## src/hw/rtl/lcdns_pkg.sv

```systemverilog
// Package for the character LCD nibble sequencer: operation codes, register
// indexes, the control word layout and the microprogram ROM.
// Depends on nothing; used by char_lcd_nibble_sequencer and lcdns_checker.
`default_nettype none

package lcdns_pkg;

   // Operation codes carried in req_func.
   localparam logic [1:0] FUNC_INIT       = 2'd0;
   localparam logic [1:0] FUNC_DATA       = 2'd1;
   localparam logic [1:0] FUNC_COMMAND    = 2'd2;
   localparam logic [1:0] FUNC_SET_CURSOR = 2'd3;

   // Configuration register indexes.
   localparam logic [1:0] CSR_POWER_UP_WAIT  = 2'd0;
   localparam logic [1:0] CSR_INIT_STEP_WAIT = 2'd1;
   localparam logic [1:0] CSR_COMMAND_WAIT   = 2'd2;

   localparam logic [7:0] POWER_UP_WAIT_RESET  = 8'd110;
   localparam logic [7:0] INIT_STEP_WAIT_RESET = 8'd10;
   localparam logic [7:0] COMMAND_WAIT_RESET   = 8'd2;

   localparam int COLUMNS_DEFAULT = 16;
   // The recorded column is four bits wide.
   localparam int COL_FIELD_LIMIT = 16;

   // Nibble source.
   localparam logic [1:0] NIB_CONST = 2'd0;
   localparam logic [1:0] NIB_HIGH  = 2'd1;
   localparam logic [1:0] NIB_LOW   = 2'd2;

   // Wait source.
   localparam logic [1:0] WAIT_NONE    = 2'd0;
   localparam logic [1:0] WAIT_POWER   = 2'd1;
   localparam logic [1:0] WAIT_INIT    = 2'd2;
   localparam logic [1:0] WAIT_COMMAND = 2'd3;

   // End-of-program condition.
   localparam logic [2:0] DONE_NEVER     = 3'd0;
   localparam logic [2:0] DONE_ALWAYS    = 3'd1;
   localparam logic [2:0] DONE_ROW0_COL0 = 3'd2;
   localparam logic [2:0] DONE_COL0      = 3'd3;
   localparam logic [2:0] DONE_CNT1      = 3'd4;

   // Jump condition.
   localparam logic [1:0] JUMP_NEVER  = 2'd0;
   localparam logic [1:0] JUMP_ROW0   = 2'd1;
   localparam logic [1:0] JUMP_ALWAYS = 2'd2;

   // Program entry points.
   localparam logic [3:0] PC_INIT   = 4'd0;
   localparam logic [3:0] PC_BYTE   = 4'd8;
   localparam logic [3:0] PC_CURSOR = 4'd10;
   localparam logic [3:0] PC_RIGHT  = 4'd14;

   typedef struct packed {
      logic [3:0] nib;
      logic [1:0] nib_sel;
      logic [1:0] wait_sel;
      logic       rs_from_item;
      logic [2:0] done_sel;
      logic [1:0] jump_sel;
      logic [3:0] target;
   } ctrl_word_type;

   function automatic ctrl_word_type cw(input logic [3:0] nib, input logic [1:0] nib_sel,
                                        input logic [1:0] wait_sel, input logic rs_item,
                                        input logic [2:0] done_sel,
                                        input logic [1:0] jump_sel,
                                        input logic [3:0] target);
      ctrl_word_type w;
      w.nib          = nib;
      w.nib_sel      = nib_sel;
      w.wait_sel     = wait_sel;
      w.rs_from_item = rs_item;
      w.done_sel     = done_sel;
      w.jump_sel     = jump_sel;
      w.target       = target;
      return w;
   endfunction

   // Microprogram. Init is all constants; bytes come from the item; cursor
   // placement sends home, an optional second-line command, then a loop of
   // cursor-right commands counted down by the column counter.
   function automatic ctrl_word_type rom(input logic [3:0] pc);
      ctrl_word_type w;
      case (pc)
         4'd0:  w = cw(4'h3, NIB_CONST, WAIT_POWER,   1'b0, DONE_NEVER,  JUMP_NEVER, PC_INIT);
         4'd1:  w = cw(4'h3, NIB_CONST, WAIT_INIT,    1'b0, DONE_NEVER,  JUMP_NEVER, PC_INIT);
         4'd2:  w = cw(4'h3, NIB_CONST, WAIT_INIT,    1'b0, DONE_NEVER,  JUMP_NEVER, PC_INIT);
         4'd3:  w = cw(4'h2, NIB_CONST, WAIT_INIT,    1'b0, DONE_NEVER,  JUMP_NEVER, PC_INIT);
         4'd4:  w = cw(4'h0, NIB_CONST, WAIT_COMMAND, 1'b0, DONE_NEVER,  JUMP_NEVER, PC_INIT);
         4'd5:  w = cw(4'hC, NIB_CONST, WAIT_NONE,    1'b0, DONE_NEVER,  JUMP_NEVER, PC_INIT);
         4'd6:  w = cw(4'h0, NIB_CONST, WAIT_COMMAND, 1'b0, DONE_NEVER,  JUMP_NEVER, PC_INIT);
         4'd7:  w = cw(4'h1, NIB_CONST, WAIT_NONE,    1'b0, DONE_ALWAYS, JUMP_NEVER, PC_INIT);
         4'd8:  w = cw(4'h0, NIB_HIGH,  WAIT_COMMAND, 1'b1, DONE_NEVER,  JUMP_NEVER, PC_INIT);
         4'd9:  w = cw(4'h0, NIB_LOW,   WAIT_NONE,    1'b1, DONE_ALWAYS, JUMP_NEVER, PC_INIT);
         4'd10: w = cw(4'h0, NIB_CONST, WAIT_COMMAND, 1'b0, DONE_NEVER,  JUMP_NEVER, PC_INIT);
         4'd11: w = cw(4'h2, NIB_CONST, WAIT_NONE,    1'b0, DONE_ROW0_COL0, JUMP_ROW0,
                       PC_RIGHT);
         4'd12: w = cw(4'hC, NIB_CONST, WAIT_COMMAND, 1'b0, DONE_NEVER,  JUMP_NEVER, PC_INIT);
         4'd13: w = cw(4'h0, NIB_CONST, WAIT_NONE,    1'b0, DONE_COL0,   JUMP_NEVER, PC_INIT);
         4'd14: w = cw(4'h1, NIB_CONST, WAIT_COMMAND, 1'b0, DONE_NEVER,  JUMP_NEVER, PC_INIT);
         4'd15: w = cw(4'h4, NIB_CONST, WAIT_NONE,    1'b0, DONE_CNT1,   JUMP_ALWAYS,
                       PC_RIGHT);
         default: w = cw(4'h0, NIB_CONST, WAIT_NONE,  1'b0, DONE_ALWAYS, JUMP_NEVER, PC_INIT);
      endcase
      return w;
   endfunction

endpackage

`default_nettype wire

```

## src/hw/rtl/char_lcd_nibble_sequencer.sv

```systemverilog
// Character LCD nibble sequencer: turns operations into 4-bit bus transfers.
// Uses lcdns_pkg for codes and the microprogram ROM.
//
// Usage:
// - req_* takes one operation per beat: init, data byte, command byte or
//   set cursor (row, col). req_ready is high whenever no operation is being
//   expanded; a pending result in the output register does not block it.
// - rsp_* gives one nibble transfer per beat with its wait in ms, register
//   select, a last mark on the final transfer of the operation and the
//   recorded cursor position.
// - csr_* writes the three wait registers; csr_ready is always high.
// An operation that yields k transfers keeps the input closed while the step
// counter walks the ROM, one microprogram step per transfer. k is 8 for init,
// 2 for a byte and 2 to 34 for a cursor placement; a rejected cursor placement
// yields nothing. The accept is registered in the busy flag and step counter
// first, and each transfer then passes through the output register.
// When the receiver stalls, the step counter holds and the output register
// keeps its beat. Reset empties the output register, stops the sequencer,
// loads the default waits and clears the recorded cursor to row 0, column 0.
`default_nettype none

module char_lcd_nibble_sequencer #(
   parameter int COLUMNS = lcdns_pkg::COLUMNS_DEFAULT
) (
   input  wire logic       clock,
   input  wire logic       reset,
   input  wire logic       req_valid,
   output logic            req_ready,
   input  wire logic [1:0] req_func,
   input  wire logic [7:0] req_byte_value,
   input  wire logic [7:0] req_row,
   input  wire logic [7:0] req_col,
   output logic            rsp_valid,
   input  wire logic       rsp_ready,
   output logic [3:0]      rsp_nibble,
   output logic            rsp_reg_select,
   output logic [7:0]      rsp_wait_ms,
   output logic            rsp_last,
   output logic            rsp_cursor_row,
   output logic [3:0]      rsp_cursor_col,
   input  wire logic       csr_valid,
   output logic            csr_ready,
   input  wire logic [1:0] csr_index,
   input  wire logic [7:0] csr_data
);
   import lcdns_pkg::*;

   localparam int COL_LIMIT = (COLUMNS < COL_FIELD_LIMIT) ? COLUMNS : COL_FIELD_LIMIT;
   localparam logic [8:0] COL_LIMIT_W = 9'(COL_LIMIT);

   logic [7:0] power_wait_ff, power_wait_in;
   logic [7:0] init_wait_ff, init_wait_in;
   logic [7:0] cmd_wait_ff, cmd_wait_in;
   logic       busy_ff, busy_in;
   logic [3:0] pc_ff, pc_in;
   logic [3:0] cnt_ff, cnt_in;
   logic [7:0] byte_ff, byte_in;
   logic       rs_ff, rs_in;
   logic       cur_row_ff, cur_row_in;
   logic [3:0] cur_col_ff, cur_col_in;
   logic       out_valid_ff, out_valid_in;
   logic [3:0] out_nib_ff, out_nib_in;
   logic       out_rs_ff, out_rs_in;
   logic [7:0] out_wait_ff, out_wait_in;
   logic       out_last_ff, out_last_in;
   logic       out_row_ff, out_row_in;
   logic [3:0] out_col_ff, out_col_in;

   ctrl_word_type ctrl;
   logic req_fire, advance, done, jump, cursor_ok;

   assign req_ready = !busy_ff;
   assign csr_ready = 1'b1;
   assign req_fire  = req_valid && req_ready;
   assign advance   = busy_ff && (!out_valid_ff || rsp_ready);
   assign ctrl      = rom(pc_ff);
   assign cursor_ok = (req_row <= 8'd1) && ({1'b0, req_col} < COL_LIMIT_W);

   always_comb begin
      case (ctrl.done_sel)
         DONE_NEVER:     done = 1'b0;
         DONE_ALWAYS:    done = 1'b1;
         DONE_ROW0_COL0: done = !cur_row_ff && (cnt_ff == 4'd0);
         DONE_COL0:      done = (cnt_ff == 4'd0);
         DONE_CNT1:      done = (cnt_ff == 4'd1);
         default:        done = 1'b1;
      endcase
      case (ctrl.jump_sel)
         JUMP_NEVER:  jump = 1'b0;
         JUMP_ROW0:   jump = !cur_row_ff;
         JUMP_ALWAYS: jump = 1'b1;
         default:     jump = 1'b0;
      endcase
   end

   always_comb begin
      power_wait_in = power_wait_ff;
      init_wait_in  = init_wait_ff;
      cmd_wait_in   = cmd_wait_ff;
      if (csr_valid && csr_ready) begin
         case (csr_index)
            CSR_POWER_UP_WAIT:  power_wait_in = csr_data;
            CSR_INIT_STEP_WAIT: init_wait_in  = csr_data;
            CSR_COMMAND_WAIT:   cmd_wait_in   = csr_data;
            default: ;
         endcase
      end
   end

   always_comb begin
      busy_in    = busy_ff;
      pc_in      = pc_ff;
      cnt_in     = cnt_ff;
      byte_in    = byte_ff;
      rs_in      = rs_ff;
      cur_row_in = cur_row_ff;
      cur_col_in = cur_col_ff;
      if (req_fire) begin
         byte_in = req_byte_value;
         rs_in   = (req_func == FUNC_DATA);
         case (req_func)
            FUNC_INIT: begin
               busy_in = 1'b1;
               pc_in   = PC_INIT;
            end
            FUNC_DATA, FUNC_COMMAND: begin
               busy_in = 1'b1;
               pc_in   = PC_BYTE;
            end
            FUNC_SET_CURSOR: begin
               // An out-of-range position is dropped without any transfer.
               if (cursor_ok) begin
                  busy_in    = 1'b1;
                  pc_in      = PC_CURSOR;
                  cnt_in     = req_col[3:0];
                  cur_row_in = req_row[0];
                  cur_col_in = req_col[3:0];
               end
            end
            default: ;
         endcase
      end else if (advance) begin
         if (done) begin
            busy_in = 1'b0;
         end else if (jump) begin
            pc_in = ctrl.target;
         end else begin
            pc_in = pc_ff + 4'd1;
         end
         if (ctrl.done_sel == DONE_CNT1) begin
            cnt_in = cnt_ff - 4'd1;
         end
      end
   end

   always_comb begin
      out_valid_in = out_valid_ff && !rsp_ready;
      out_nib_in   = out_nib_ff;
      out_rs_in    = out_rs_ff;
      out_wait_in  = out_wait_ff;
      out_last_in  = out_last_ff;
      out_row_in   = out_row_ff;
      out_col_in   = out_col_ff;
      if (advance) begin
         out_valid_in = 1'b1;
         out_last_in  = done;
         out_rs_in    = ctrl.rs_from_item && rs_ff;
         out_row_in   = cur_row_ff;
         out_col_in   = cur_col_ff;
         case (ctrl.nib_sel)
            NIB_HIGH: out_nib_in = byte_ff[7:4];
            NIB_LOW:  out_nib_in = byte_ff[3:0];
            default:  out_nib_in = ctrl.nib;
         endcase
         case (ctrl.wait_sel)
            WAIT_POWER:   out_wait_in = power_wait_ff;
            WAIT_INIT:    out_wait_in = init_wait_ff;
            WAIT_COMMAND: out_wait_in = cmd_wait_ff;
            default:      out_wait_in = 8'd0;
         endcase
      end
   end

   always_ff @(posedge clock) begin
      if (reset) begin
         power_wait_ff <= POWER_UP_WAIT_RESET;
         init_wait_ff  <= INIT_STEP_WAIT_RESET;
         cmd_wait_ff   <= COMMAND_WAIT_RESET;
         busy_ff       <= 1'b0;
         pc_ff         <= PC_INIT;
         cnt_ff        <= 4'd0;
         cur_row_ff    <= 1'b0;
         cur_col_ff    <= 4'd0;
         out_valid_ff  <= 1'b0;
      end else begin
         power_wait_ff <= power_wait_in;
         init_wait_ff  <= init_wait_in;
         cmd_wait_ff   <= cmd_wait_in;
         busy_ff       <= busy_in;
         pc_ff         <= pc_in;
         cnt_ff        <= cnt_in;
         cur_row_ff    <= cur_row_in;
         cur_col_ff    <= cur_col_in;
         out_valid_ff  <= out_valid_in;
      end
   end

   always_ff @(posedge clock) begin
      byte_ff     <= byte_in;
      rs_ff       <= rs_in;
      out_nib_ff  <= out_nib_in;
      out_rs_ff   <= out_rs_in;
      out_wait_ff <= out_wait_in;
      out_last_ff <= out_last_in;
      out_row_ff  <= out_row_in;
      out_col_ff  <= out_col_in;
   end

   assign rsp_valid      = out_valid_ff;
   assign rsp_nibble     = out_nib_ff;
   assign rsp_reg_select = out_rs_ff;
   assign rsp_wait_ms    = out_wait_ff;
   assign rsp_last       = out_last_ff;
   // The position travels with each beat, since a new cursor placement can be
   // accepted while the last beat of the previous operation is still waiting.
   assign rsp_cursor_row = out_row_ff;
   assign rsp_cursor_col = out_col_ff;

endmodule

`default_nettype wire

```

## config.mk

```make
export PLATFORM = sky130hd
export DESIGN_NAME = char_lcd_nibble_sequencer
export DESIGN_NICKNAME = d
export VERILOG_FILES = /design/src/hw/rtl/lcdns_pkg.sv /design/src/hw/rtl/char_lcd_nibble_sequencer.sv
export SDC_FILE = /design/constraint.sdc
export NUM_CORES = 1
export LEC_CHECK = 0
export BUFFER_PORTS_ARGS = -buffer_cell sky130_fd_sc_hd__buf_4
export CORE_MARGIN = 10
export CORE_UTILIZATION = 50
export DETAILED_ROUTE_END_ITERATION = 10
export PLACE_DENSITY = 0.82
export REMOVE_ABC_BUFFERS = 1
export SLEW_MARGIN = 20
export SYNTH_ARGS = -nofsm -noshare
export SYNTH_HDL_FRONTEND = slang
export SYNTH_SLANG_ARGS = --single-unit
```

## constraint.sdc

```tcl
create_clock -name clock -period 4.15 [get_ports clock]
set_clock_uncertainty 0.15 [all_clocks]
set_input_delay 0.2075 -clock clock [delete_from_list [all_inputs] [get_ports clock]]
set_output_delay 0.2075 -clock clock [all_outputs]
set_load 0.02 [all_outputs]
```

==> impl_metrics.csv, run 1 <==
group,metric,value,unit
global_route,grt_max_degree,35,
floorplanning,core_area,0.00691,sq mm
synth,ys_ff_latch,81,
synth,ys_seq_area_share,52.9,%
global_route,grt_overflow,0,
floorplanning,row_count,30,
synth,synth_cell_type_count,54,
timing,relSlewSlack,57.3,%
clock_network,cts_buffers,9,
hold_path,hold_class,"input pin to flip-flop",
clock_network,ctsLongestPathBuffers,2,
critical_path,criticalPathCategory,"flip-flop to flip-flop",
final_layout,nNetsFinal,466,
clock_network,cts_resized,0,
final_layout,layout_commonest_cell,"buf_4",
clock_network,cts_hold_buffers,22,
final_layout,regArea,0.00190,sq mm
global_route,grt_pass1_vias,2906,
synth,synth_top_cell_by_area,"dfxtp_1",
route,via_per_inst,5.38,
run,maxCapViolCount,0,
global_route,grtUsageMet3,3.32,%
critical_path,critPathLaunchType,"flip-flop",
floorplanning,ios,63,
global_route,antenna_found_initial,0,
critical_path,worst_setup_path_end_kind,"flip-flop",
power_and_ir_drop,internal-power,1.34,mW
power_and_ir_drop,power.share.switching,25.0,%
timing,setup_viol,0,
synth,async_flop_share,0,%
synth,synth_area_leaders,"dfxtp_1, edfxtp_1, mux2i_1, ha_1, mux2_2",
outcome,status,"finished, final reports clean",
floorplanning,initial_utilization,52.1,%
final_layout,n_antenna_cell,0,
synth,synthFlopType,"dfxtp_1",
timing,whs,0.0585,ns
global_route,grt_pass1_wl,13.8,mm
critical_path,worst-path-max-fanout,7,
placement,place_ws,0.611,ns
clock_network,root_buffer,"clkbuf_8",
power_and_ir_drop,sequentialPowerShare,50.4,%
placement,portBuffers,61,
timing,min_period,3.57,ns
synth,synth_edf_count,28,
final_layout,fin_area,0.00457,sq mm
timing,setup_tns,0,ns
timing,report.final.slew_viol_count,0,
final_layout,fill_cells,550,
global_route,grt_use_total,15.1,%
route,wl_per_cell,16.1,um
floorplanning,die-area,0.0110,sq mm
timing,worstMarginPinSlew,0.638,ns
power_and_ir_drop,power.density,390,mW/mm^2
final_layout,layout_common_cells,"buf_4, dfxtp_1, mux2i_1, nor2_1, edfxtp_1",
critical_path,worstPathArrival,3.66,ns
clock_network,worstSkewPairLatency,0.35,ns
route,vias,2752,
global_route,grt_util_met2,26.9,%
final_layout,layout-area-overhead-vs-synth,27.1,%
route,drt_iter0_markers,230,
route,drc,0,
clock_network,cts_tree,"done",
power_and_ir_drop,power,1.78,mW
placement,placed_area,0.00413,sq mm
timing,rsz0062_at_grt,"false",
route,firstDrtPassIters,4,
timing,max_freq,280,MHz
global_route,use_met1,17.1,%
synth,synth.cell_area,0.00360,sq mm
clock_network,htreeDepth,3,
clock_network,cts_sinks,81,
route,routed_wl,8.25,mm
final_layout,drive_above_1_share,24.8,%
floorplanning,chipWidth,105,um
power_and_ir_drop,comb_power_share,14.6,%
synth,netlist.area_leader.share,29.5,%
power_and_ir_drop,irDropWorstVdd,0.152,mV
power_and_ir_drop,p_switching,446,uW
timing,worst_slack,0.578,ns
clock_network,cts.clk_slew.worst_paths,0.08,ns
power_and_ir_drop,p_leak,1.95,nW
synth,synth_cells,330,
global_route,grt.busiest_layer,"met2",
clock_network,postCtsSetupRepairBufs,0,
timing,period_share,86.1,%
route,ant_nets,0,
synth,yosysWarnings,0,
critical_path,required,4.23,ns
placement,dp_hpwl,6.01,mm
floorplanning,die_h,105,um
synth,synth_area_per_cell,10.9,sq um
power_and_ir_drop,clkPwrFrac,35.1,%
timing,hold_viol_final,0,
final_layout,multi_input_area,0.00156,sq mm
placement,gp_congestion,0.836,
==> layout make-up <==
class,instances,area share (%)
clock inverters,7,2.05
inverters,19,1.56
well taps,96,2.63
clock buffers,9,2.71
flip-flops and latches,81,41.6
multi-input cells,214,34.1
repair buffers,86,15.3
==> per-layer routing <==
layer	share of wire (%)	vias up	wire length, um
met5	0	-	0
met4	1.4	0	119
met3	6.1	12	502
met2	51	68	4250
met1	41	1328	3390
li1	-	1344	-
==> synth_stat cells, types with 4 or more instances <==
cell and n:
dfxtp_1 53, mux2i_1 31, nor2_1 30, edfxtp_1 28
nand2_1 22, inv_1 17, ha_1 14, a21oi_1 12
a22o_1 11, clkbuf_1 11, mux2_2 10, o21ai_0 9
nand3_1 8, nor3_1 7, a22oi_1 5, nand4_1 4
nor2b_1 4
==> registers in the layout (all words and copies together), names as in the netlist, 4 cells and up <==
name / count
cur_col_ff: 4
power_wait_ff: 8
rsp_cursor_col: 4
byte_ff: 8
rsp_nibble: 4
init_wait_ff: 8
rsp_wait_ms: 8
ctrl: 14
cnt_ff: 4
cmd_wait_ff: 8
pc_ff: 4
==> metrics by stage <==
stage,util [%],std cells
finish,66.2,512
detailed placement,59.8,474
floorplan,-,314
global placement,59.8,474
CTS,66.2,512
global route,66.2,512
==> critical path, stage by stage, from the launching register on <==
cell and delay [ns]:
dfxtp_1 0.44, inv_1 0.09, ha_1 0.19, nor2b_1 0.14, o21ba_2 0.24, mux2_2 0.27
a21bo_2 0.22, a31oi_2 0.29, inv_1 0.16, ha_1 0.25, inv_1 0.18, or4_1 0.15
o221a_2 0.16, nand3_1 0.07, a22o_1 0.19, o32a_1 0.28
==> path summary, 6_finish.rpt <==
check           startpoint                end  slack, ns  depth (start not counted)
max reg2reg        ctrl[8]           ctrl[14]       0.58                         15
min            req_func[1]              rs_ff       0.06                          2
max                ctrl[8]           ctrl[14]       0.58                         15
min reg2reg  cur_col_ff[0]  rsp_cursor_col[0]       0.29                          0
==> cell families (layout without fill, tap and decap cells) <==
logic type,after synthesis,count (layout),synth area share (%)
fa+ha+maj,14,14,4.87
flops,81,81,52.9
compound gates,61,61,13.3
xor+xnor,2,2,0.487
simple gates,95,95,12.8
mux,41,41,11.8
other cells,1,1,0.104
buf+inv,35,121,3.79
==> power by group through the flow <==
stage | clock, mW | sequential [mW] | combinational (mW)
floorplan | 0 | 0.928 | 0.126
global placement | 0 | 0.914 | 0.239
detailed placement | 0 | 0.916 | 0.243
CTS | 0.634 | 0.898 | 0.261
global route | 0.666 | 0.903 | 0.285
finish | 0.624 | 0.897 | 0.259
(Power assumes the default switching activity.)
==> run 2: changes to the inputs <==
--- a/config.mk
+++ b/config.mk
@@ -9,7 +9,7 @@
 export CORE_MARGIN = 10
 export CORE_UTILIZATION = 50
 export DETAILED_ROUTE_END_ITERATION = 10
-export PLACE_DENSITY = 0.82
+export PLACE_DENSITY = 0.72
 export REMOVE_ABC_BUFFERS = 1
 export SLEW_MARGIN = 20
 export SYNTH_ARGS = -nofsm -noshare
==> run 2 against run 1 <==
Sequential power hardly changed; die area stayed put; sequential cell count stayed put; critical path type unchanged.
==> impl_metrics.csv, run 2 (synthesis results as in run 1) <==
group,metric,value,unit
clock_network,cts_resized,0,
clock_network,ctsLongestPathBuffers,2,
timing,relSlewSlack,57.8,%
timing,whs,0.0416,ns
floorplanning,ios,63,
timing,rsz0062_at_grt,"false",
critical_path,required,4.24,ns
power_and_ir_drop,power,1.74,mW
final_layout,fill_cells,550,
final_layout,multi_input_area,0.00156,sq mm
global_route,grt_pass1_wl,13.4,mm
hold_path,hold_class,"input pin to flip-flop",
clock_network,cts_tree,"done",
critical_path,cp_slowest_cell,"dfxtp_1",
power_and_ir_drop,p_switching,466,uW
power_and_ir_drop,sequentialPowerShare,51.5,%
timing,min_period,3.54,ns
critical_path,cp_top_family,"compound AO/OA/AOI/OAI gates",
final_layout,regArea,0.00190,sq mm
timing,setup_tns,0,ns
route,via_per_inst,5.32,
floorplanning,core_area,0.00691,sq mm
power_and_ir_drop,p_leak,1.93,nW
outcome,status,"finished, final reports clean",
power_and_ir_drop,comb_power_share,15.0,%
power_and_ir_drop,clkPwrFrac,33.5,%
final_layout,layout_commonest_cell,"buf_4",
route,firstDrtPassIters,5,
floorplanning,row_count,30,
clock_network,postCtsSetupRepairBufs,0,
route,vias,2722,
final_layout,drive_above_1_share,25.0,%
critical_path,worst_setup_path_end_kind,"flip-flop",
floorplanning,die_h,105,um
placement,portBuffers,61,
critical_path,criticalPathCategory,"flip-flop to flip-flop",
timing,setup_viol,0,
timing,worstMarginPinSlew,0.632,ns
route,wl_per_cell,16.2,um
run,maxCapViolCount,0,
power_and_ir_drop,irDropWorstVdd,0.219,mV
placement,gp_congestion,0.967,
critical_path,worst-path-max-fanout,7,
critical_path,crit_buf_inv,2,
timing,max_freq,282,MHz
clock_network,cts_hold_buffers,22,
global_route,grt_use_total,14.7,%
critical_path,regToRegSetupSlack,0.61,ns
global_route,grt_max_degree,35,
route,ant_nets,0,
final_layout,layout-area-overhead-vs-synth,26.7,%
clock_network,cts_buffers,9,
global_route,antenna_found_initial,0,
floorplanning,chipWidth,105,um
power_and_ir_drop,power.share.switching,26.7,%
final_layout,layout_common_cells,"buf_4, dfxtp_1, mux2i_1, nor2_1, edfxtp_1",
floorplanning,initial_utilization,52.1,%
placement,dp_hpwl,5.83,mm
route,drc,0,
clock_network,htreeDepth,3,
clock_network,worstSkewPairLatency,0.35,ns
timing,period_share,85.3,%
final_layout,n_antenna_cell,0,
power_and_ir_drop,internal-power,1.28,mW
critical_path,crit_chain,"ha_1 > o21ba_2 > mux2_2 > a21bo_2 > a31oi_2 > inv_1 > ha_1 > inv_1 > or4_1 > o221a_2 > nand3_1 > a22o_1 > o32a_1",
timing,hold_viol_final,0,
placement,placed_cells,474,
timing,report.final.slew_viol_count,0,
final_layout,nNetsFinal,466,
clock_network,root_buffer,"clkbuf_8",
critical_path,worstPathArrival,3.63,ns
route,drt_iter0_markers,121,
clock_network,cts.clk_slew.worst_paths,0.09,ns
power_and_ir_drop,power.density,383,mW/mm^2
global_route,grt_overflow,0,
floorplanning,die-area,0.0110,sq mm
final_layout,stdcell_count,512,
clock_network,cts_sinks,81,
final_layout,largest_reg_flops,14,
route,routed_wl,8.28,mm
critical_path,critPathLaunchType,"flip-flop",
critical_path,slowest_delay,0.45,ns
global_route,grt_pass1_vias,2714,
run 2: cell types whose count changed in the layout (fill, tap and decap cells not counted):
cell / before / now
bufinv_16: 2 / 1
clkinv_4: 1 / 2
clkinv_2: 1 / 0
clkinvlp_4: 1 / 3
clkinv_1: 1 / 0
run 2: per-stage QoR:
step	utilization (%)	setup WS, ns	instance area, sq um
detailed placement	59.8	0.655	4130
global route	65.9	0.379	4550
floorplan	-	0.877	3530
finish	65.9	0.609	4550
CTS	65.9	0.617	4550
global placement	59.8	0.742	4130
run 2: final cells by class:
class	instances	share of cell area (%)
sequential	81	41.8
multi-input combinational	214	34.2
timing repair buffer	86	15.4
clock buffer	9	2.72
tap	96	2.64
clock inverter	7	1.73
inverter	19	1.57
run 2: worst paths after layout:
| kind | from | to | cells after the start |
|---|---|---|---|
| hold / removal | req_func[1] | rs_ff | 2 |
| hold reg to reg | cur_col_ff[2] | rsp_cursor_col[2] | 0 |
| setup / recovery | ctrl[8] | ctrl[14] | 13 |
| setup reg to reg | ctrl[8] | ctrl[14] | 13 |
run 2: layer usage:
layer  wire (um)  GRT usage (%)  vias up
li1            -              -     1350
met2        3740           22.7       92
met4         126           5.00        0
met5           0              0        -
met3         481           3.99       14
met1        3930           19.3     1266
run 2: power groups by stage:
stage               logic (mW)  registers [mW]  clock network [mW]
global placement         0.241           0.916                   0
finish                   0.262           0.898               0.584
global route             0.284           0.903               0.632
detailed placement       0.243           0.916                   0
CTS                      0.261           0.898               0.593
floorplan                0.126           0.928                   0
